**src/rtl/jpeg_coefficient_run_expander_core_assert.svh**
```systemverilog
// Assertion macros for the coefficient run expander.
`ifndef JPEG_COEFFICIENT_RUN_EXPANDER_CORE_ASSERT_SVH
`define JPEG_COEFFICIENT_RUN_EXPANDER_CORE_ASSERT_SVH

`ifndef NO_ASSERTIONS
// Condition that holds on every clock edge out of reset.
`define JCRE_ASSERT_ALWAYS(lbl, expr) \
  lbl: assert property (@(posedge clk) disable iff (rst) (expr)) \
    else $error("jcre: invariant violated");
// Condition that holds in the cycle after a trigger.
`define JCRE_ASSERT_NEXT(lbl, trig, expr) \
  lbl: assert property (@(posedge clk) disable iff (rst) (trig) |=> (expr)) \
    else $error("jcre: sequence violated");
`else
`define JCRE_ASSERT_ALWAYS(lbl, expr)
`define JCRE_ASSERT_NEXT(lbl, trig, expr)
`endif

`endif

```
**src/rtl/jcre_pkg.sv**
```systemverilog
// Shared types, constants and the EXTEND function of the coefficient run expander.
package jcre_pkg;

  localparam logic [7:0] RunMask  = 8'hF0;
  localparam logic [7:0] SizeMask = 8'h0F;
  localparam int         RunShift = 4;
  localparam logic [6:0] LastPos  = 7'd63;
  localparam int         BlockLen = 64;
  localparam int         RowLen   = 8;

  // natural index (row * 8 + col) of each zigzag position
  localparam logic [5:0] ZzNatural [BlockLen] = '{
     0,  1,  8, 16,  9,  2,  3, 10,
    17, 24, 32, 25, 18, 11,  4,  5,
    12, 19, 26, 33, 40, 48, 41, 34,
    27, 20, 13,  6,  7, 14, 21, 28,
    35, 42, 49, 56, 57, 50, 43, 36,
    29, 22, 15, 23, 30, 37, 44, 51,
    58, 59, 52, 45, 38, 31, 39, 46,
    53, 60, 61, 54, 47, 55, 62, 63
  };

  typedef struct packed {
    logic [7:0]  symbol;
    logic [14:0] extra_bits;
  } sym_t;

  typedef struct packed {
    logic [5:0]         zz_position;
    logic [2:0]         row;
    logic [2:0]         col;
    logic signed [15:0] coefficient;
    logic               is_eob;
    logic               block_end;
    logic               overrun;
  } coef_t;

  // JPEG EXTEND of the low size bits
  function automatic logic signed [15:0] extend(input logic [14:0] bits,
                                                input logic [3:0]  size);
    logic [15:0] mask;
    logic [15:0] b;
    mask = (16'd1 << size) - 16'd1;
    b    = {1'b0, bits} & mask;
    if (size == 4'd0) begin
      return 16'sd0;
    end
    if (b[4'(size - 4'd1)]) begin
      return signed'(b);
    end
    return signed'(b - mask);
  endfunction

endpackage

```
**src/rtl/jcre_if.sv**
```systemverilog
// Request channels: symbols in, coefficient placements out.
interface jcre_sym_if;
  logic        valid;
  logic        ready;
  logic [7:0]  symbol;
  logic [14:0] extra_bits;

  modport source (output valid, output symbol, output extra_bits, input ready);
  modport sink (input valid, input symbol, input extra_bits, output ready);
endinterface

interface jcre_coef_if;
  logic               valid;
  logic               ready;
  logic [5:0]         zz_position;
  logic [2:0]         row;
  logic [2:0]         col;
  logic signed [15:0] coefficient;
  logic               is_eob;
  logic               block_end;
  logic               overrun;

  modport source (output valid, output zz_position, output row, output col,
                  output coefficient, output is_eob, output block_end,
                  output overrun, input ready);
  modport sink (input valid, input zz_position, input row, input col,
                input coefficient, input is_eob, input block_end,
                input overrun, output ready);
endinterface

```
**src/rtl/jpeg_coefficient_run_expander_core.sv**
```systemverilog
// Top level of the JPEG coefficient run expander.
//
//   channel   dir  payload                                      request
//   symbols   in   symbol, extra_bits                            one symbol
//   coefs     out  zz_position, row, col, coefficient, flags     one placement
//
// One placement per symbol; a new symbol is taken every cycle while coefs is not stalled.
// A symbol passes through two registers: input register, then result register.
// The add, compare and zigzag lookup between them set the cycle.
// Reset clears the valid flags and starts a block with its DC symbol.
// A stalled result holds; the input register takes one more symbol if empty, then stalls symbols.
module jpeg_coefficient_run_expander_core
  import jcre_pkg::*;
(
  input logic         clk,
  input logic         rst,
  jcre_sym_if.sink    symbols,
  jcre_coef_if.source coefs
);

  logic  s1_valid;
  sym_t  s1_item;
  logic  out_valid;
  coef_t out_res;
  coef_t step_res;
  logic  advance;

  assign advance       = s1_valid && (!out_valid || coefs.ready);
  assign symbols.ready = !s1_valid || advance;

  always_ff @(posedge clk) begin
    if (rst) begin
      s1_valid <= 1'b0;
    end else if (symbols.ready) begin
      s1_valid <= symbols.valid;
    end
  end

  always_ff @(posedge clk) begin
    if (symbols.valid && symbols.ready) begin
      s1_item.symbol     <= symbols.symbol;
      s1_item.extra_bits <= symbols.extra_bits;
    end
  end

  jcre_step u_step (
    .clk    (clk),
    .rst    (rst),
    .fire   (advance),
    .item   (s1_item),
    .result (step_res)
  );

  always_ff @(posedge clk) begin
    if (rst) begin
      out_valid <= 1'b0;
    end else if (!out_valid || coefs.ready) begin
      out_valid <= s1_valid;
    end
  end

  always_ff @(posedge clk) begin
    if (advance) begin
      out_res <= step_res;
    end
  end

  assign coefs.valid       = out_valid;
  assign coefs.zz_position = out_res.zz_position;
  assign coefs.row         = out_res.row;
  assign coefs.col         = out_res.col;
  assign coefs.coefficient = out_res.coefficient;
  assign coefs.is_eob      = out_res.is_eob;
  assign coefs.block_end   = out_res.block_end;
  assign coefs.overrun     = out_res.overrun;

endmodule

```
**src/rtl/jcre_step.sv**
```systemverilog
// Block position state and the per-symbol expansion logic.
module jcre_step
  import jcre_pkg::*;
(
  input  logic  clk,
  input  logic  rst,
  input  logic  fire,
  input  sym_t  item,
  output coef_t result
);

  `include "jpeg_coefficient_run_expander_core_assert.svh"

  logic [5:0] position;
  logic [5:0] position_next;
  logic       awaiting_dc;
  logic       awaiting_dc_next;

  logic [3:0] run;
  logic [3:0] size;
  logic [6:0] target;
  logic [5:0] nat;

  assign run    = 4'((item.symbol & RunMask) >> RunShift);
  assign size   = 4'(item.symbol & SizeMask);
  assign target = {1'b0, position} + {3'b000, run} + 7'd1;

  always_comb begin
    result           = '0;
    position_next    = position;
    awaiting_dc_next = awaiting_dc;
    if (awaiting_dc) begin
      awaiting_dc_next = 1'b0;
      position_next    = '0;
      if (item.symbol > 8'(SizeMask)) begin
        result.overrun = 1'b1;
      end else begin
        result.coefficient = extend(item.extra_bits, size);
      end
    end else if (item.symbol == 8'd0) begin
      result.is_eob    = 1'b1;
      result.block_end = 1'b1;
      awaiting_dc_next = 1'b1;
      position_next    = '0;
    end else if (target > LastPos) begin
      result.overrun   = 1'b1;
      result.block_end = 1'b1;
      awaiting_dc_next = 1'b1;
      position_next    = '0;
    end else begin
      result.zz_position = target[5:0];
      result.coefficient = extend(item.extra_bits, size);
      if (target == LastPos) begin
        result.block_end = 1'b1;
        awaiting_dc_next = 1'b1;
        position_next    = '0;
      end else begin
        position_next = target[5:0];
      end
    end
    nat        = ZzNatural[result.zz_position];
    result.row = 3'(nat / RowLen);
    result.col = 3'(nat % RowLen);
  end

  always_ff @(posedge clk) begin
    if (rst) begin
      position    <= '0;
      awaiting_dc <= 1'b1;
    end else if (fire) begin
      position    <= position_next;
      awaiting_dc <= awaiting_dc_next;
    end
  end

  `JCRE_ASSERT_ALWAYS(a_dc_at_origin, !awaiting_dc || position == 6'd0)
  `JCRE_ASSERT_ALWAYS(a_eob_ends_block, !result.is_eob || result.block_end)
  `JCRE_ASSERT_NEXT(a_dc_consumed, fire && awaiting_dc, !awaiting_dc)
  `JCRE_ASSERT_NEXT(a_end_rearms_dc, fire && result.block_end, awaiting_dc)

endmodule
```
**src/flat_wrapper.sv**
```systemverilog
// flat-port wrapper written by rule: the top's interface ports become plain ports
module jpeg_coefficient_run_expander_core_flat import jcre_pkg::*;
  (clk, rst, symbols_valid, symbols_symbol, symbols_extra_bits, symbols_ready, coefs_valid, coefs_zz_position, coefs_row, coefs_col, coefs_coefficient, coefs_is_eob, coefs_block_end, coefs_overrun, coefs_ready);
  jcre_sym_if symbols_i ();
  jcre_coef_if coefs_i ();
  input logic clk;
  input logic rst;
  input wire logic [$bits(symbols_i.valid)-1:0] symbols_valid;
  input wire logic [$bits(symbols_i.symbol)-1:0] symbols_symbol;
  input wire logic [$bits(symbols_i.extra_bits)-1:0] symbols_extra_bits;
  output wire logic [$bits(symbols_i.ready)-1:0] symbols_ready;
  output wire logic [$bits(coefs_i.valid)-1:0] coefs_valid;
  output wire logic [$bits(coefs_i.zz_position)-1:0] coefs_zz_position;
  output wire logic [$bits(coefs_i.row)-1:0] coefs_row;
  output wire logic [$bits(coefs_i.col)-1:0] coefs_col;
  output wire logic [$bits(coefs_i.coefficient)-1:0] coefs_coefficient;
  output wire logic [$bits(coefs_i.is_eob)-1:0] coefs_is_eob;
  output wire logic [$bits(coefs_i.block_end)-1:0] coefs_block_end;
  output wire logic [$bits(coefs_i.overrun)-1:0] coefs_overrun;
  input wire logic [$bits(coefs_i.ready)-1:0] coefs_ready;
  assign symbols_i.valid = symbols_valid;
  assign symbols_i.symbol = symbols_symbol;
  assign symbols_i.extra_bits = symbols_extra_bits;
  assign symbols_ready = symbols_i.ready;
  assign coefs_valid = coefs_i.valid;
  assign coefs_zz_position = coefs_i.zz_position;
  assign coefs_row = coefs_i.row;
  assign coefs_col = coefs_i.col;
  assign coefs_coefficient = coefs_i.coefficient;
  assign coefs_is_eob = coefs_i.is_eob;
  assign coefs_block_end = coefs_i.block_end;
  assign coefs_overrun = coefs_i.overrun;
  assign coefs_i.ready = coefs_ready;
  jpeg_coefficient_run_expander_core u_core (.clk(clk), .rst(rst), .symbols(symbols_i), .coefs(coefs_i));
endmodule
```
**config.mk**
```make
export PLATFORM = sky130hd
export DESIGN_NAME = jpeg_coefficient_run_expander_core_flat
export DESIGN_NICKNAME = d
export VERILOG_FILES = /design/src/rtl/jcre_pkg.sv /design/src/rtl/jcre_if.sv /design/src/rtl/jpeg_coefficient_run_expander_core.sv /design/src/rtl/jcre_step.sv /design/src/flat_wrapper.sv
export VERILOG_INCLUDE_DIRS = /design/src /design/src/rtl
export SDC_FILE = /design/constraint.sdc
export NUM_CORES = 1
export LEC_CHECK = 0
export ABC_AREA = 1
export BUFFER_PORTS_ARGS = -buffer_cell sky130_fd_sc_hd__buf_2
export CAP_MARGIN = 25
export CORE_MARGIN = 2
export CORE_UTILIZATION = 53
export CTS_CLUSTER_DIAMETER = 30
export DETAILED_ROUTE_END_ITERATION = 8
export MAX_ROUTING_LAYER = met4
export PLACE_DENSITY = 0.77
export SYNTH_ARGS = -nofsm -noshare
export SYNTH_HDL_FRONTEND = slang
export SYNTH_SLANG_ARGS = --single-unit
```
**constraint.sdc**
```tcl
create_clock -name clk -period 2.6 [get_ports clk]
set_input_delay 0.39 -clock clk [delete_from_list [all_inputs] [get_ports clk]]
set_output_delay 0.39 -clock clk [all_outputs]
set_load 0.005 [all_outputs]
```
## Yosys cells after proc, flatten, opt, wreduce, memory -nomap -nowiden

Memories as Yosys holds them, arrays and structs flattened. A register that Yosys moved wholly into a read port is not among the register bits.
Index checks and enable logic that the tools add are counted.

| storage, ports and cells | value |
|---|---|
| register bits | 57 |
| memory bits (read-only) | 384 |
| bits of input ports | 27 |
| logic and storage cells | 74 |
| memories kept | 1 |

Memories:

| memory | words | bits a word | rd ports | clocked after memory_dff | write ports | RTL line | RTL |
|---|---|---|---|---|---|---|---|
| (no name shown) | 64 | 6 | 1 | 1 | 0 | jcre_step.sv:61 | `nat = ZzNatural[result.zz_position];` |

| cells by class | value |
|---|---|
| add/sub/neg operators | 5 |
| $lt $le $gt $ge | 3 |
| equal/unequal tests | 1 |
| shift-type cells | 1 |
| multiplexer cells | 42 |
| bitwise logic cells | 2 |
| reductions and logical operators | 8 |

Operator list:

| operator | number |
|---|---|
| two-way mux 16 bit | 10 |
| two-way mux 6 bit | 7 |
| two-way mux 1 bit | 24 |
| AND 15 x 16 -> 16 bit | 1 |
| left shift 1 x 4 -> 16 bit, first input constant | 1 |
| subtractor 16 x 1 -> 16 bit, second input constant | 1 |
| subtractor 16 bit | 1 |
| > comparator 8 x 4 -> 1 bit, second input constant | 1 |
| logical NOT 8 bit | 1 |
| adder 6 x 4 -> 7 bit | 1 |
| adder 7 x 1 -> 7 bit, second input constant | 1 |
| == test 7 x 6 -> 1 bit, second input constant | 1 |
| > comparator 7 x 6 -> 1 bit, second input constant | 1 |
| NOT 6 -> 7 bit | 1 |
| < comparator 4 x 5 -> 1 bit, second input constant | 1 |
| binary-select mux 1 bit (select 4 bit) | 1 |
| logical NOT 4 bit | 1 |
| subtractor 4 x 1 -> 4 bit, second input constant | 1 |
| logical AND 1 bit | 2 |
| logical NOT 1 bit | 2 |
| logical OR 1 bit | 2 |

## Depth between registers and ports, before layout

| logic depth | value |
|---|---|
| depth after elaboration | 15 |
| gate-level depth with buffers | 19 |

## Hierarchy

A second synthesis with hierarchy kept.

| unflattened totals | value |
|---|---|
| cells, all modules | 618 |
| area, all modules | 4649.5 um^2 |

By module, submodules not included:

| module | instances | cells an instance | area each (um^2) | sequential area each (um^2) |
|---|---|---|---|---|
| jcre_step | 1 | 552 | 2936.6 | 140.1 |
| jpeg_coefficient_run_expander_core | 1 | 66 | 1712.9 | 1661.6 |

## Least setup slack after synthesis

No wires, ideal clock.

| timing | value |
|---|---|
| kind | reg2reg |
| from | register u_core.u_step.position[0] |
| to | register, netlist name u_core.coefs.row[1] |
| arrival time | 2.499 ns |
| required time | 2.335 ns |
| setup slack | -0.164 ns |
| stages on the path, launching flop included | 15 |
| path buffers | 2 |
| clock period less this slack | 2.764 ns |
| cells stage by stage | dfxtp_1 inv_1 ha_1 fa_1 o21ai_1 nand2_1 nor2_1 nor2_2 nand2_1 buf_4 buf_2 ha_1 o211ai_1 nand3_1 a21boi_0 |

| on the way | value |
|---|---|
| word-level cells in the longest chain between the ends | 7 |

RTL lines:

| item | RTL line | RTL |
|---|---|---|
| start, declared | jcre_step.sv:14 | `logic [5:0] position;` |
| start signal, assigned | jcre_step.sv:71 | `position <= position_next;` |
| adder 6 x 4 -> 7 bit * | jcre_step.sv:26 | `assign target = {1'b0, position} + {3'b000, run} + 7'd1;` |
| adder 7 x 1 -> 7 bit * | jcre_step.sv:26 |  |
| > comparator 7 x 6 -> 1 bit | jcre_step.sv:45 | `end else if (target > LastPos) begin` |
| two-way mux 6 bit * | jcre_step.sv:45 |  |
| two-way mux 6 bit * | jcre_step.sv:40 | `end else if (item.symbol == 8'd0) begin` |
| two-way mux 6 bit * | jcre_step.sv:32 | `if (awaiting_dc) begin` |
| NOT 6 -> 7 bit (not written as such) * | jcre_step.sv:61 |  |

Mark *: on every way between the ends. The rest lies on a longest branch, timed or not.
A chain may end at the register's enable or synchronous reset.

==> metrics.txt <==
Hold Path Depth=1; antenna cells=0; clk root buf=clkbuf_8; DRC violation count after routing=0; CP endpoint kind=flop; Worst setup SP type=flop; worst r2r src=u_core.s1_item[15]; Reg2Reg Setup Slack=-0.28 ns; failing checks=negative setup slack; routed vias/inst=5.87; Starting Density=55.1%; Crit. Startpoint=u_core.s1_item[15]; share of the synthesized area in the top cell type=35.5%; Initial DRC Count=541; placed cells=845; Final Wtd Congestion=0.993; WL/cell=18.5 um; vias in the first global route=4502; CTS Buffer Depth=2; most common cell in the synthesized netlist=nand2_1; number of antenna violations at the first check in global routing=0; pre-CTS WS=-0.209 ns; Avg Cell Area, Syn=7.53 um2; hold_buf cts=0; Hold Slack=0.212 ns; status=finished with violations; main flop type after synthesis=edfxtp_1; Async S/R FF share, synth=0%; CTS Buf Count=9; gr ovfl total=0; PD cells=453 mW/mm2; core area=0.00830 mm2; Final Net Count=823; Reg2Reg Depth=17; post-synthesis cell type count=38; Synth Cell Area=0.00457 mm2; Max-slew headroom=59.8%; min Tclk post-route=2.88 ns; CTS tree=built; largest net degree at the start of global routing=24; critical path type=flop to flop; register clock-pin slew on the reported worst setup and hold paths=0.07 ns; chip height=96.9 um; DP Wirelength=9900 um; max-slew violations=0; die width=96.9 um; Area contributors post-synth=edfxtp_1 (35%), nand2_1 (13%), nand3_1 (6.2%), inv_1 (6.2%), nor2_1 (6.1%); crit share post-route=111%; final clock skew=0.0142 ns; Critical R2R Capture=u_core.coefs.coefficient[13]; unrepaired setup endpoints after global routing=yes; first-pass GRT wire length=21500 um; drt pass-1 iters=7; antenna-violating nets left=0; Area Growth Syn to Fin=46.5%; CP endpoint=u_core.coefs.coefficient[13]; DRT Wirelength=16400 um; CTS Sinks=63; Worst Hold Class=input port to flop; setup ws final=-0.279 ns; Skew-Pair Late Insertion Delay=0.35 ns; number of enable flip-flop cells after synthesis=54; Vias=5181; maximum clock frequency=0.347 GHz; Worst Path Arrival=2.99 ns; Mapped Nets=657; Max VDD drop=0.000368 V; Finished Layout Cells=883; share of the yosys chip area belonging to registers=39.4%; layout cells sized above 1=47.3%; full die area=0.00938 mm2; Synth Warn #=0; Worst Max-Slew Pin Slew=0.599 ns; Lkg Pwr=0.00311 uW; num rows=33; CP Data Required Time=2.71 ns; Max-Cap Viols=0; Yosys reg bits=63; Final Core Density=80.7%; Total Power=3030 uW; Setup violations, final=16; critical path fanouts, max=6; Syn Inst Count=607; cell taking the most area after synthesis=edfxtp_1; hold_sp=symbols_extra_bits[13]; H-tree level count=3; Synth top cells by count=nand2_1 (160), inv_1 (75), nor2_1 (74); # IOs=60; Final Hold Vio Count=0; Buffers on Ports=59; all-layer global routing usage=29.1%
worst max-delay path: stages (launching register included):
cell and delay, ns:
edfxtp_1 0.46, inv_2 0.12, buf_12 0.14, ha_4 0.19
nand3_4 0.17, nand3_4 0.15, nor2_4 0.19, nand2_1 0.10
nand2_2 0.08, nand3_2 0.08, nor2_1 0.13, nor2_1 0.09
nand2_2 0.17, nand3_4 0.15, nand2_4 0.17, nand2_1 0.10
nand2_1 0.09, nor2_1 0.05
final cells by class:
class	count	area, um2
Clock buffer	11	131
Clock inverter	5	25.0
Fill cell	505	1600
Inverter	82	315
Multi-Input combinational cell	450	3140
Sequential cell	63	1800
Tap cell	105	131
Timing Repair Buffer	167	1150
state kept, by name, summed over array words and instances (netlist names):
name,cells
u_core.s1_item,23
u_core.coefs.coefficient,16
u_core.coefs.zz_position,6
u_core.u_step.position,6
u_core.coefs.col,3
u_core.coefs.row,3
u_core.coefs.block_end,1
u_core.coefs.is_eob,1
u_core.coefs.overrun,1
u_core.coefs.valid,1
u_core.s1_valid,1
u_core.u_step.awaiting_dc,1
repair_timing:
action / CTS / global route
buffers inserted: 4 / 17
gates cloned: 1 / 0
pin swaps: 7 / 38
setup endpoints to repair: 22 / 23
resized for setup: 38 / 162
placed cells by master (no fill, tap or decap), types with 5 or more instances in the layout:
cell type,instances
nand2_1,112
buf_4,99
inv_1,62
buf_2,59
edfxtp_1,54
nor2_1,45
nand2_2,44
nand3_1,30
nand3_2,28
nor2_2,24
a21oi_1,22
inv_2,18
nor2_4,16
ha_4,11
nand2_4,10
o21ai_0,10
ha_1,10
a21oi_2,9
nand4_1,9
clkbuf_8,9
xor2_1,8
o211ai_1,8
nand3_4,8
dfxtp_1,8
buf_6,7
nand3b_1,6
o21ai_2,5
xor2_2,5
xnor2_1,5
metal layers:
| layer | GRT usage, % | share of wire (%) |
|---|---|---|
| met5 | - | 0 |
| met4 | 10.1 | 5.8 |
| met3 | 5.13 | 9.6 |
| met2 | 43.4 | 47 |
| met1 | 40.3 | 38 |
kinds of logic after synthesis:
logic type / count (synthesis) / synth area share [%]
simple gates: 340 / 33.5
xor+xnor: 18 / 3.45
flops: 63 / 39.4
fa+ha+maj: 23 / 6.46
compound gates: 68 / 8.43
buf+inv: 95 / 8.70
per-stage QoR:
stage | setup TNS [ns] | cell area (um2)
6_report | -3.73 | 6700
5_1_grt | -6.68 | 6700
2_1_floorplan | -0.00584 | 4600
3_5_place_dp | -2.53 | 5590
3_3_place_gp | -0.841 | 5590
4_1_cts | 0 | 5940
power breakdown:
group | total [uW] | internal [uW] | switching [uW]
clock | 751 | 337 | 414
combinational | 1090 | 423 | 669
sequential | 1190 | 1160 | 27.6
total | 3030 | 1920 | 1110
worst min path at each step:
stage / to / slack (ns)
global route: u_core.s1_item[19] / 0.21
global placement: u_core.u_step.position[0] / 0.46
CTS: u_core.s1_item[12] / 0.21
finish: u_core.s1_item[13] / 0.21
floorplan: u_core.u_step.position[0] / 0.45
detailed placement: u_core.u_step.position[4] / 0.48
(Power assumes the default switching activity.)
